[config.mk]
export PLATFORM = sky130hd
export DESIGN_NAME = wma_div
export DESIGN_NICKNAME = d
export VERILOG_FILES = /design/src/weighted_moving_average_macros.svh /design/src/wma_pkg.sv /design/src/wma_div.sv
export SDC_FILE = /design/constraint.sdc
export NUM_CORES = 1
export LEC_CHECK = 0
export ABC_AREA = 1
export BUFFER_PORTS_ARGS = -buffer_cell sky130_fd_sc_hd__buf_2
export CORE_MARGIN = 3
export CORE_UTILIZATION = 53
export DETAILED_ROUTE_END_ITERATION = 8
export PLACE_DENSITY = 0.79
export REMOVE_ABC_BUFFERS = 1
export SYNTH_ARGS = -nofsm -noshare
export SYNTH_HDL_FRONTEND = slang
export SYNTH_SLANG_ARGS = --single-unit
[constraint.sdc]
create_clock -name clk_i -period 2.3 [get_ports clk_i]
set_input_delay 0.23 -clock clk_i [delete_from_list [all_inputs] [get_ports clk_i]]
set_output_delay 0.23 -clock clk_i [all_outputs]
set_load 0.005 [all_outputs]
[src/weighted_moving_average_macros.svh]
// Assertion macros used by the weighted moving average RTL.
`ifndef WEIGHTED_MOVING_AVERAGE_MACROS_SVH
`define WEIGHTED_MOVING_AVERAGE_MACROS_SVH

// Property checked at every clock edge outside reset.
`define WMA_ASSERT(lbl, prop, msg) \
  lbl: assert property (@(posedge clk_i) disable iff (!rst_ni) (prop)) else $error(msg);

// Implication checked at every clock edge outside reset.
`define WMA_ASSERT_IMP(lbl, ante, cons, msg) \
  lbl: assert property (@(posedge clk_i) disable iff (!rst_ni) (ante) |-> (cons)) \
    else $error(msg);

`endif

[src/wma_pkg.sv]
// Types and constants for the weighted moving average block.
`timescale 1ns / 1ps
package wma_pkg;

  // Field and accumulator widths
  localparam int LEN_W          = 9;
  localparam int SAMPLE_W       = 32;
  localparam int PLAIN_W        = 40;
  localparam int WSUM_W         = 48;
  localparam int DEN_W          = 2 * LEN_W - 1;
  localparam int PROD_W         = SAMPLE_W + LEN_W;
  localparam int MAX_WINDOW_DEF = 256;

  // Input queue between front and back
  localparam int QUEUE_DEPTH = 2;
  localparam int QPTR_W      = $clog2(QUEUE_DEPTH);
  localparam int QCNT_W      = $clog2(QUEUE_DEPTH + 1);

  // One input item
  typedef struct packed {
    logic [SAMPLE_W-1:0] price;
    logic                start_series;
  } item_t;

  // Queue head toward the back part
  typedef struct packed {
    logic  valid;
    item_t item;
  } item_req_t;

  // One result item
  typedef struct packed {
    logic [SAMPLE_W-1:0] wma_value;
    logic                valid_res;
  } result_t;

  // Divider request and response
  typedef struct packed {
    logic              start;
    logic [WSUM_W-1:0] dividend;
    logic [DEN_W-1:0]  divisor;
  } div_req_t;

  typedef struct packed {
    logic              done;
    logic [WSUM_W-1:0] quotient;
  } div_rsp_t;

  // Back part sequencer
  typedef enum logic [1:0] {
    B_IDLE,
    B_UPDATE,
    B_DIV,
    B_OUT
  } back_state_e;

endpackage

[src/wma_div.sv]
// Restoring divider, one quotient bit per cycle.
`timescale 1ns / 1ps
module wma_div (
  input  logic              clk_i,
  input  logic              rst_ni,
  input  wma_pkg::div_req_t req_i,
  output wma_pkg::div_rsp_t rsp_o
);

  localparam int CNT_W = $clog2(wma_pkg::WSUM_W);

  logic                        busy_q, busy_d;
  logic                        done_q, done_d;
  logic [CNT_W-1:0]            cnt_q, cnt_d;
  logic [wma_pkg::DEN_W-1:0]   rem_q, rem_d;
  logic [wma_pkg::DEN_W-1:0]   div_q, div_d;
  logic [wma_pkg::WSUM_W-1:0]  quo_q, quo_d;
  logic [wma_pkg::DEN_W+1:0]   diff;
  logic                        borrow;

  // Trial subtraction of the divisor from the shifted remainder
  assign diff   = {1'b0, rem_q, quo_q[wma_pkg::WSUM_W-1]} - {2'b00, div_q};
  assign borrow = diff[wma_pkg::DEN_W+1];

  always_comb begin
    busy_d = busy_q;
    done_d = 1'b0;
    cnt_d  = cnt_q;
    rem_d  = rem_q;
    div_d  = div_q;
    quo_d  = quo_q;
    if (req_i.start) begin
      busy_d = 1'b1;
      cnt_d  = '0;
      rem_d  = '0;
      div_d  = req_i.divisor;
      quo_d  = req_i.dividend;
    end else if (busy_q) begin
      rem_d = borrow ? {rem_q[wma_pkg::DEN_W-2:0], quo_q[wma_pkg::WSUM_W-1]}
                     : diff[wma_pkg::DEN_W-1:0];
      quo_d = {quo_q[wma_pkg::WSUM_W-2:0], ~borrow};
      cnt_d = cnt_q + CNT_W'(1);
      if (cnt_q == CNT_W'(wma_pkg::WSUM_W - 1)) begin
        busy_d = 1'b0;
        done_d = 1'b1;
      end
    end
  end

  always_ff @(posedge clk_i or negedge rst_ni) begin
    if (!rst_ni) begin
      busy_q <= 1'b0;
      done_q <= 1'b0;
      cnt_q  <= '0;
    end else begin
      busy_q <= busy_d;
      done_q <= done_d;
      cnt_q  <= cnt_d;
    end
  end

  always_ff @(posedge clk_i) begin
    rem_q <= rem_d;
    div_q <= div_d;
    quo_q <= quo_d;
  end

  assign rsp_o.done     = done_q;
  assign rsp_o.quotient = quo_q;

endmodule

==> results.py <==
metrics = {
    "synthesis": {
        "synth_area_leaders": "edfxtp_1 (39%), nand2_1 (20%), dfxtp_1 (6.8%)",
        "synth.distinct_cells": 37,
        "async_flop_share_pct": 8.89,
        "yosysSeqAreaShare_pct": 50.0,
        "synth_warnings": 0,
        "yosysTopAreaCell": "edfxtp_1",
        "ys_ff_latch": 90,
        "post-synth-top-area-fraction_pct": 39.1,
        "synth_flop_cell": "edfxtp_1",
        "syn_inst": 611,
        "synth_edf_count": 65,
        "syn_area_um2": 4990,
        "synth.avg_cell_area_um2": 8.16,
    },
    "drt": {
        "met1_length_um": 5010,
        "drcViolationCount": 0,
        "wl_met3_um": 1110,
        "dr_wl_met2_um": 5370,
        "avgRoutedWirePerCell_um": 13.9,
        "dr.pass1.iters": 5,
        "ant_nets": 0,
        "via_per_inst": 5.14,
        "vias": 4311,
        "drt_iter0_markers": 293,
        "top_layer": "met4",
        "wl_um": 11700,
    },
    "sta": {
        "fin_setup_tns_ps": 0,
        "fin_crit_sh_pct": 91.2,
        "fin_skew_ps": 14.0,
        "setup_violations": 0,
        "layout_min_cycle_time_ps": 2100,
        "worst_pin_slew_ps": 1160,
        "fmax_mhz": 477,
        "timing.final.max_slew_violations": 0,
        "max_slew_margin_pct": 22.6,
        "setup_ws_ps": 203,
        "holdWs_ps": 38.5,
        "hold_viol": 0,
        "rsz0062_at_grt": "no",
    },
    "worst_setup_path": {
        "crit_fanout": 4,
        "rr_worst_depth": 14,
        "critical_path_required_ps": 2550,
        "reg2reg_from": "quo_q[47]",
        "setup.worst_path.end_class": "register",
        "startpoint": "quo_q[47]",
        "worstSetupStartpointType": "register",
        "crit_type": "register to register",
        "worstPathArrival_ps": 2350,
    },
    "hold_path": {
        "holdPathStages": 1,
        "worstHoldStart": "req_i[6]",
        "hold_class": "input port to register",
    },
    "placed_design": {
        "placed_area_um2": 5640,
        "io_buffers": 116,
        "pre_cts_slack_ps": 42.5,
        "post-dp-hpwl_um": 8720,
        "place_congestion": 0.914,
    },
    "floorplanning": {
        "fp.dieH_um": 103,
        "ios": 117,
        "start_util_pct": 55.8,
        "die_x_um": 103,
        "rows": 34,
        "die_area_um2": 10600,
        "core_um2": 8930,
    },
    "clock_network": {
        "post_cts_buffers": 0,
        "cts_root_buf": "clkbuf_8",
        "insertion_delay_ps": 360,
        "cts_tree": "built",
        "cts_made_buffers": 9,
        "cts.sinks": 90,
        "cts_max_level": 3,
        "clk_pin_slew_ps": 100,
        "cts.path.max_buffers": 2,
    },
    "global_route": {
        "overflow": 0,
        "antenna_found_initial": 0,
        "grtUsageTotal_pct": 23.2,
        "grt_max_degree": 55,
        "grt_pass1_vias": 4274,
        "grt_pass1_wl_um": 19400,
    },
    "final_layout": {
        "post-route-util_pct": 65.4,
        "drive_gt1_share_pct": 22.7,
        "diodes": 0,
        "syn_to_final_growth_pct": 17.2,
        "fin_nets": 812,
        "finish.instance_area_um2": 5840,
    },
    "outcome": {
        "status": "completed",
    },
    "power_and_ir_drop": {
        "power_density_nw_per_um2": 881,
        "p_leak_nw": 3.15,
        "ir_drop_v": 0.000379,
    },
    "run": {
        "cap_viol_max_count": 0,
    },
}
cells in the final DEF, fill, tap and decap left out, types with 3 or more instances in the layout:
| cell | instances |
|---|---|
| a21oi_1 | 14 |
| and2_1 | 3 |
| buf_12 | 3 |
| buf_2 | 116 |
| clkbuf_8 | 9 |
| dfrtp_1 | 8 |
| dfxtp_1 | 17 |
| edfxtp_1 | 65 |
| ha_1 | 18 |
| inv_1 | 73 |
| nand2_1 | 270 |
| nand2_2 | 4 |
| nand2_4 | 3 |
| nand3_1 | 43 |
| nand3_2 | 6 |
| nand3b_2 | 6 |
| nand4_1 | 6 |
| nor2_1 | 24 |
| o21ai_0 | 9 |
| xnor2_1 | 6 |
worst paths after layout:
kind	to	slack [ps]
worst max-delay path	rem_q[16]	200
worst min-delay path	div_q[6]	40
worst max register to register	rem_q[16]	200
worst min register to register	rem_q[8]	480
max in group asynchronous	done_q	1890
min in group asynchronous	cnt_q[5]	230
registers in the layout (all words and copies together) (netlist names):
register	flops
div_q	17
busy_q	1
cnt_q	6
done_q	1
rem_q	17
quo_q	48
area by class of cell:
cell class                 count  area, um2
tap                          108        135
timing repair buffer         122        666
fill                         769       3090
sequential                    90       2490
clock buffer                  10        128
multi-input combinational    427       2090
inverter                      75        282
clock inverter                 6       50.0
cell usage after synthesis, drive strengths merged (8+ instances only):
cell	n
nor2	26
o21ai	11
dfrtp	8
edfxtp	65
dfxtp	17
buf	9
nand3	49
ha	18
inv	75
clkbuf	10
nand2	277
a21oi	16
per-layer routing:
layer	up-vias	GRT usage, %
met3	16	7.04
met5	-	0
met2	176	36.7
met4	0	6.87
met1	1957	30.9
li1	2162	-
cell families after synthesis:
kind of cell	synth area share [%]
AOI/OAI and AO/OA	3.31
xor gates and xnor gates	1.23
adders and majority gates	4.92
buffers and inverters	8.38
DFF	50.0
and+or+nand+nor	32.2
critical path: stages (launching register included):
cell and delay, ps:
edfxtp_1 390, inv_1 100, ha_1 150, inv_1 80, fa_1 440, nand3_1 110
nand3_2 120, nand2_1 90, nand2_1 100, nand2_1 130, nand2_1 70, nand2_1 60
nand3_1 60, nand2_1 80, nand2_1 40
per-stage QoR:
step                std cells  total power, mW
finish                    838             5.15
CTS                       838             5.14
global placement          821             4.08
detailed placement        821             4.13
global route              838             5.54
floorplan                 592             3.54
power by group:
| group | total [mW] | internal (mW) | leakage, nW | switching, mW |
|---|---|---|---|---|
| combinational | 2.02 | 0.809 | 2.12 | 1.21 |
| clock | 0.994 | 0.405 | 0.0835 | 0.589 |
| sequential | 2.13 | 1.98 | 0.939 | 0.158 |
| total | 5.15 | 3.19 | 3.15 | 1.96 |
timing repair:
| item | in CTS | in global routing |
|---|---|---|
| setup endpoints to repair | 0 | 16 |
| hold buffers | 1 | 0 |
| endpoints found under the hold margin | 8 | 0 |
| gates resized for setup | 0 | 3 |
No activity file was read; power rests on OpenSTA's default activity.
