File: src/weighted_moving_average_macros.svh
// Assertion macros used by the weighted moving average RTL.
`ifndef WEIGHTED_MOVING_AVERAGE_MACROS_SVH
`define WEIGHTED_MOVING_AVERAGE_MACROS_SVH

// Property checked at every clock edge outside reset.
`define WMA_ASSERT(lbl, prop, msg) \
  lbl: assert property (@(posedge clk_i) disable iff (!rst_ni) (prop)) else $error(msg);

// Implication checked at every clock edge outside reset.
`define WMA_ASSERT_IMP(lbl, ante, cons, msg) \
  lbl: assert property (@(posedge clk_i) disable iff (!rst_ni) (ante) |-> (cons)) \
    else $error(msg);

`endif

File: src/wma_pkg.sv
// Types and constants for the weighted moving average block.
`timescale 1ns / 1ps
package wma_pkg;

  // Field and accumulator widths
  localparam int LEN_W          = 9;
  localparam int SAMPLE_W       = 32;
  localparam int PLAIN_W        = 40;
  localparam int WSUM_W         = 48;
  localparam int DEN_W          = 2 * LEN_W - 1;
  localparam int PROD_W         = SAMPLE_W + LEN_W;
  localparam int MAX_WINDOW_DEF = 256;

  // Input queue between front and back
  localparam int QUEUE_DEPTH = 2;
  localparam int QPTR_W      = $clog2(QUEUE_DEPTH);
  localparam int QCNT_W      = $clog2(QUEUE_DEPTH + 1);

  // One input item
  typedef struct packed {
    logic [SAMPLE_W-1:0] price;
    logic                start_series;
  } item_t;

  // Queue head toward the back part
  typedef struct packed {
    logic  valid;
    item_t item;
  } item_req_t;

  // One result item
  typedef struct packed {
    logic [SAMPLE_W-1:0] wma_value;
    logic                valid_res;
  } result_t;

  // Divider request and response
  typedef struct packed {
    logic              start;
    logic [WSUM_W-1:0] dividend;
    logic [DEN_W-1:0]  divisor;
  } div_req_t;

  typedef struct packed {
    logic              done;
    logic [WSUM_W-1:0] quotient;
  } div_rsp_t;

  // Back part sequencer
  typedef enum logic [1:0] {
    B_IDLE,
    B_UPDATE,
    B_DIV,
    B_OUT
  } back_state_e;

endpackage

File: src/wma_front.sv
// Front part: accepts input items into a short queue toward the back part.
`timescale 1ns / 1ps
module wma_front (
  input  logic                 clk_i,
  input  logic                 rst_ni,
  input  logic                 s_valid_i,
  output logic                 s_ready_o,
  input  wma_pkg::item_t       s_item_i,
  output wma_pkg::item_req_t   q_o,
  input  logic                 q_ready_i
);

  logic [wma_pkg::QPTR_W-1:0] wr_ptr_q, wr_ptr_d;
  logic [wma_pkg::QPTR_W-1:0] rd_ptr_q, rd_ptr_d;
  logic [wma_pkg::QCNT_W-1:0] cnt_q, cnt_d;
  wma_pkg::item_t             buf_q [wma_pkg::QUEUE_DEPTH];
  logic                       push, pop;

  assign s_ready_o = (cnt_q != wma_pkg::QCNT_W'(wma_pkg::QUEUE_DEPTH));
  assign push      = s_valid_i & s_ready_o;
  assign q_o.valid = (cnt_q != '0);
  assign q_o.item  = buf_q[rd_ptr_q];
  assign pop       = q_o.valid & q_ready_i;

  // Pointer and fill bookkeeping
  always_comb begin
    wr_ptr_d = wr_ptr_q;
    rd_ptr_d = rd_ptr_q;
    if (push) begin
      wr_ptr_d = (wr_ptr_q == wma_pkg::QPTR_W'(wma_pkg::QUEUE_DEPTH - 1)) ? '0
               : wr_ptr_q + wma_pkg::QPTR_W'(1);
    end
    if (pop) begin
      rd_ptr_d = (rd_ptr_q == wma_pkg::QPTR_W'(wma_pkg::QUEUE_DEPTH - 1)) ? '0
               : rd_ptr_q + wma_pkg::QPTR_W'(1);
    end
    cnt_d = cnt_q;
    if (push && !pop) begin
      cnt_d = cnt_q + wma_pkg::QCNT_W'(1);
    end else if (pop && !push) begin
      cnt_d = cnt_q - wma_pkg::QCNT_W'(1);
    end
  end

  always_ff @(posedge clk_i or negedge rst_ni) begin
    if (!rst_ni) begin
      wr_ptr_q <= '0;
      rd_ptr_q <= '0;
      cnt_q    <= '0;
    end else begin
      wr_ptr_q <= wr_ptr_d;
      rd_ptr_q <= rd_ptr_d;
      cnt_q    <= cnt_d;
    end
  end

  // Queue storage
  always_ff @(posedge clk_i) begin
    if (push) begin
      buf_q[wr_ptr_q] <= s_item_i;
    end
  end

endmodule

File: config.mk
export PLATFORM = sky130hd
export DESIGN_NAME = wma_front
export DESIGN_NICKNAME = d
export VERILOG_FILES = /design/src/weighted_moving_average_macros.svh /design/src/wma_pkg.sv /design/src/wma_front.sv
export SDC_FILE = /design/constraint.sdc
export NUM_CORES = 1
export LEC_CHECK = 0
export BUFFER_PORTS_ARGS = -buffer_cell sky130_fd_sc_hd__buf_4
export CELL_PAD_IN_SITES_DETAIL_PLACEMENT = 0
export CELL_PAD_IN_SITES_GLOBAL_PLACEMENT = 1
export CORE_MARGIN = 4
export CORE_UTILIZATION = 41
export CTS_CLUSTER_DIAMETER = 80
export DETAILED_ROUTE_END_ITERATION = 10
export PLACE_DENSITY = 0.83
export RECOVER_POWER = 25
export REMOVE_ABC_BUFFERS = 1
export SYNTH_ARGS = -nofsm -noshare
export SYNTH_HDL_FRONTEND = slang
export SYNTH_SLANG_ARGS = --single-unit
File: constraint.sdc
create_clock -name clk_i -period 3.41 [get_ports clk_i]
set_input_delay 0.1705 -clock clk_i [delete_from_list [all_inputs] [get_ports clk_i]]
set_output_delay 0.1705 -clock clk_i [all_outputs]
set_load 0.05 [all_outputs]
==> flow_metrics.py <==
metrics = {
    "logic_synthesis": {
        "synth_enable_flop_cells": 66,
        "synth_async_sr_flop_share_pct": 5.71,
        "yosys.cell_count.top_type": "sky130_fd_sc_hd__edfxtp_1",
        "synth.yosys.warnings": 0,
        "yosysTopAreaCell": "sky130_fd_sc_hd__edfxtp_1",
        "most_area_consuming_cells_after_synthesis": "sky130_fd_sc_hd__edfxtp_1 73%, sky130_fd_sc_hd__mux2_4 16%, sky130_fd_sc_hd__dfrtp_1 3.7%, sky130_fd_sc_hd__buf_12 2.2%, sky130_fd_sc_hd__mux2_2 1.7%",
        "yosys.cell_types.count": 15,
        "yosys_register_bits": 70,
        "post_synth_inst_count": 121,
        "synthesis.area_um2": 2730,
        "synth_sequential_area_ratio_pct": 76.3,
        "yosysTopAreaCellShare_pct": 72.7,
        "syn_avg_cell_area_um2": 22.5,
        "ys_top_cells_by_count": "66 x sky130_fd_sc_hd__edfxtp_1, 29 x sky130_fd_sc_hd__mux2_4, 4 x sky130_fd_sc_hd__dfrtp_1, 4 x sky130_fd_sc_hd__mux2_2",
        "synthFlopType": "sky130_fd_sc_hd__edfxtp_1",
    },
    "detailed_routing": {
        "detail_route.iter0.violations": 30,
        "vias_per_cell": 4.57,
        "ant_nets": 0,
        "drc": 0,
        "drtPass1Iterations": 4,
        "detail_route.wl_per_cell_um": 15.7,
        "drt_wl_total_um": 4520,
        "via_count": 1315,
    },
    "worst_setup_path": {
        "timing.critical_path.arrival_ns": 2.00,
        "crit_end": "q_o[18]",
        "timing.rr.end": "buf_q[0][2]",
        "crit_path_max_incr_delay_ns": 1.05,
        "crit_path_start_kind": "flop",
        "critical_path.n_buffers_inverters": 1,
        "crit_path_max_fanout": 34,
        "required_time_of_the_critical_path_ns": 3.24,
        "timing.critical_path.depth": 2,
        "critical_path.startpoint": "rd_ptr_q",
        "crit_family": "flip-flops",
        "critPathCaptureType": "output port",
        "worst_path_cell_chain": "mux2_2 > buf_4",
        "startpoint_to_endpoint_class_of_the_critical_path": "reg2out",
        "r2r_start": "cnt_q[0]",
        "path_depth_of_the_worst_reg2reg_path": 3,
        "rrSetupSlack_ns": 1.55,
        "timing.critical_path.slowest_stage_cell": "sky130_fd_sc_hd__dfrtp_2",
    },
    "grt": {
        "grt_pass1_vias": 1306,
        "globalRoute.totalOverflow": 0,
        "grt_antenna_before_repair": 0,
        "global_route.usage.total_pct": 11.2,
        "first_pass_grt_wire_length_um": 6330,
        "grt_start_max_net_pins": 35,
    },
    "floorplanning": {
        "dieWidth_um": 89.6,
        "start_util_pct": 42.5,
        "io-pin-count": 72,
        "die_h_um": 89.6,
        "die_area_um2": 8020,
        "core_um2": 6420,
        "rows": 29,
    },
    "power_and_ir_drop": {
        "vdd_drop_max_uv": 507,
        "power.static_leakage_uw": 0.00142,
        "post-layout-total-power_uw": 3590,
        "power.density_cell_area_nw_per_um2": 1010,
    },
    "placement": {
        "place_worst_setup_slack_ns": 1.52,
        "io_buffer_count": 71,
        "gpl.final_weighted_congestion": 0.699,
        "place.detailed.hpwl_um": 3020,
    },
    "clock_network": {
        "cts_root_buf": "sky130_fd_sc_hd__clkbuf_8",
        "hold_bufs_inserted_after_cts": 1,
        "tritoncts": "done",
        "cts-htree-levels": 3,
        "post_cts_resized": 0,
        "cts_buffers": 9,
        "source_to_sink_clock_delay_at_the_later_pin_of_the_worst_skew_pair_ns": 0.33,
        "cts_num_sinks": 70,
        "buffers_inserted_by_post_cts_timing_repair": 0,
        "path_clk_slew_ns": 0.07,
        "cts.path.max_buffers": 2,
    },
    "sta": {
        "setup_viol_count_final": 0,
        "max_slew_margin_pct": 31.8,
        "finClkSkew_ns": 0.00387,
        "timing.final.crit_period_ns": 2.17,
        "setup_total_negative_slack_ns": 0,
        "post-route-worst-setup-slack_ns": 1.24,
        "final_hold_viol_count": 0,
        "grt_setup_unrepaired": "no",
        "drv_slew": 0,
        "max_slew.worst_pin.slew_ns": 1.02,
        "min_period_over_period_pct": 63.5,
        "max_freq_ghz": 0.462,
    },
    "final_layout": {
        "fraction_of_layout_cells_with_a_size_suffix_above_1_pct": 55.0,
        "antenna_cells_inserted": 0,
        "layout.nets": 244,
        "syn_to_final_growth_pct": 30.4,
    },
    "worst_hold_path": {
        "min-delay-path-class": "in2reg",
        "count_of_cells_along_the_worst_hold_path": 1,
    },
    "run_status": {
        "outcome": "complete, no violations",
    },
    "flow_run": {
        "max_cap_violations": 0,
    },
}
==> how the worst min path moves through the flow <==
stage                    to    startpoint  slack [ns]
3_3_place_gp       cnt_q[0]        rst_ni       -0.03
6_report       buf_q[0][29]  s_item_i[29]        0.03
3_5_place_dp       cnt_q[1]        rst_ni       -0.03
5_1_grt         buf_q[1][7]   s_item_i[7]        0.01
2_1_floorplan      cnt_q[0]        rst_ni       -0.13
4_1_cts         buf_q[0][4]   s_item_i[4]       0.002
==> cell type report <==
type / instances / area [um^2]
Multi-Input combinational cell: 46 / 578
Fill cell: 519 / 2870
Clock inverter: 7 / 88.8
Timing Repair Buffer: 78 / 582
Clock buffer: 9 / 124
Inverter: 1 / 3.75
Sequential cell: 70 / 2080
Tap cell: 77 / 96.3
==> cell usage in the layout (no fill, tap or decap), drive strengths merged <==
cell type | Yosys | layout
clkinvlp | 0 | 1
clkinv | 0 | 4
inv | 1 | 1
dlygate4sd3 | 0 | 6
nand2 | 2 | 2
clkbuf | 0 | 33
xor2 | 2 | 2
xnor2 | 3 | 3
nand2b | 1 | 1
mux2 | 33 | 33
ha | 1 | 1
buf | 4 | 48
or2 | 1 | 1
edfxtp | 66 | 66
and3 | 1 | 1
dfrtp | 4 | 4
bufinv | 0 | 2
nor2 | 2 | 2
==> power breakdown <==
part / switching, uW / leakage, uW / internal [uW]
clock network: 295 / 0.000104 / 407
logic: 940 / 0.000653 / 601
registers: 162 / 0.000659 / 1180
==> flip-flops by register name, indices dropped and copies added (netlist names) <==
register	cells
buf_q	66
cnt_q	2
rd_ptr_q	1
wr_ptr_q	1
==> routing by layer <==
layer  part of all wire [%]  global-route usage (%)  vias to the layer above
met5                      0                       0                        -
met3                    7.6                    3.04                        5
li1                       -                       -                      634
met1                     41                    13.1                      630
met4                    1.7                    7.71                        0
met2                     50                    18.0                       46
==> kinds of logic after synthesis <==
kind of cell | Yosys count | share of synthesized area [%]
XOR/XNOR | 5 | 1.61
adder cells (fa/ha/maj) | 1 | 0.459
buffers and inverters | 5 | 2.75
flip-flops | 70 | 76.3
multiplexers | 33 | 17.6
AND/OR/NAND/NOR | 7 | 1.24
==> stage by stage <==
stage                     instances  area, um^2  util [%]  hold WS (ns)
after floorplan                 117        2660         -        -0.125
after global placement          266        3300      51.4       -0.0296
after detailed placement        266        3300      51.4       -0.0283
after CTS                       283        3520      54.9       0.00214
after global routing            288        3560      55.4        0.0142
final                           288        3560      55.4        0.0323
Note: power is estimated with default switching activity, not from simulation.
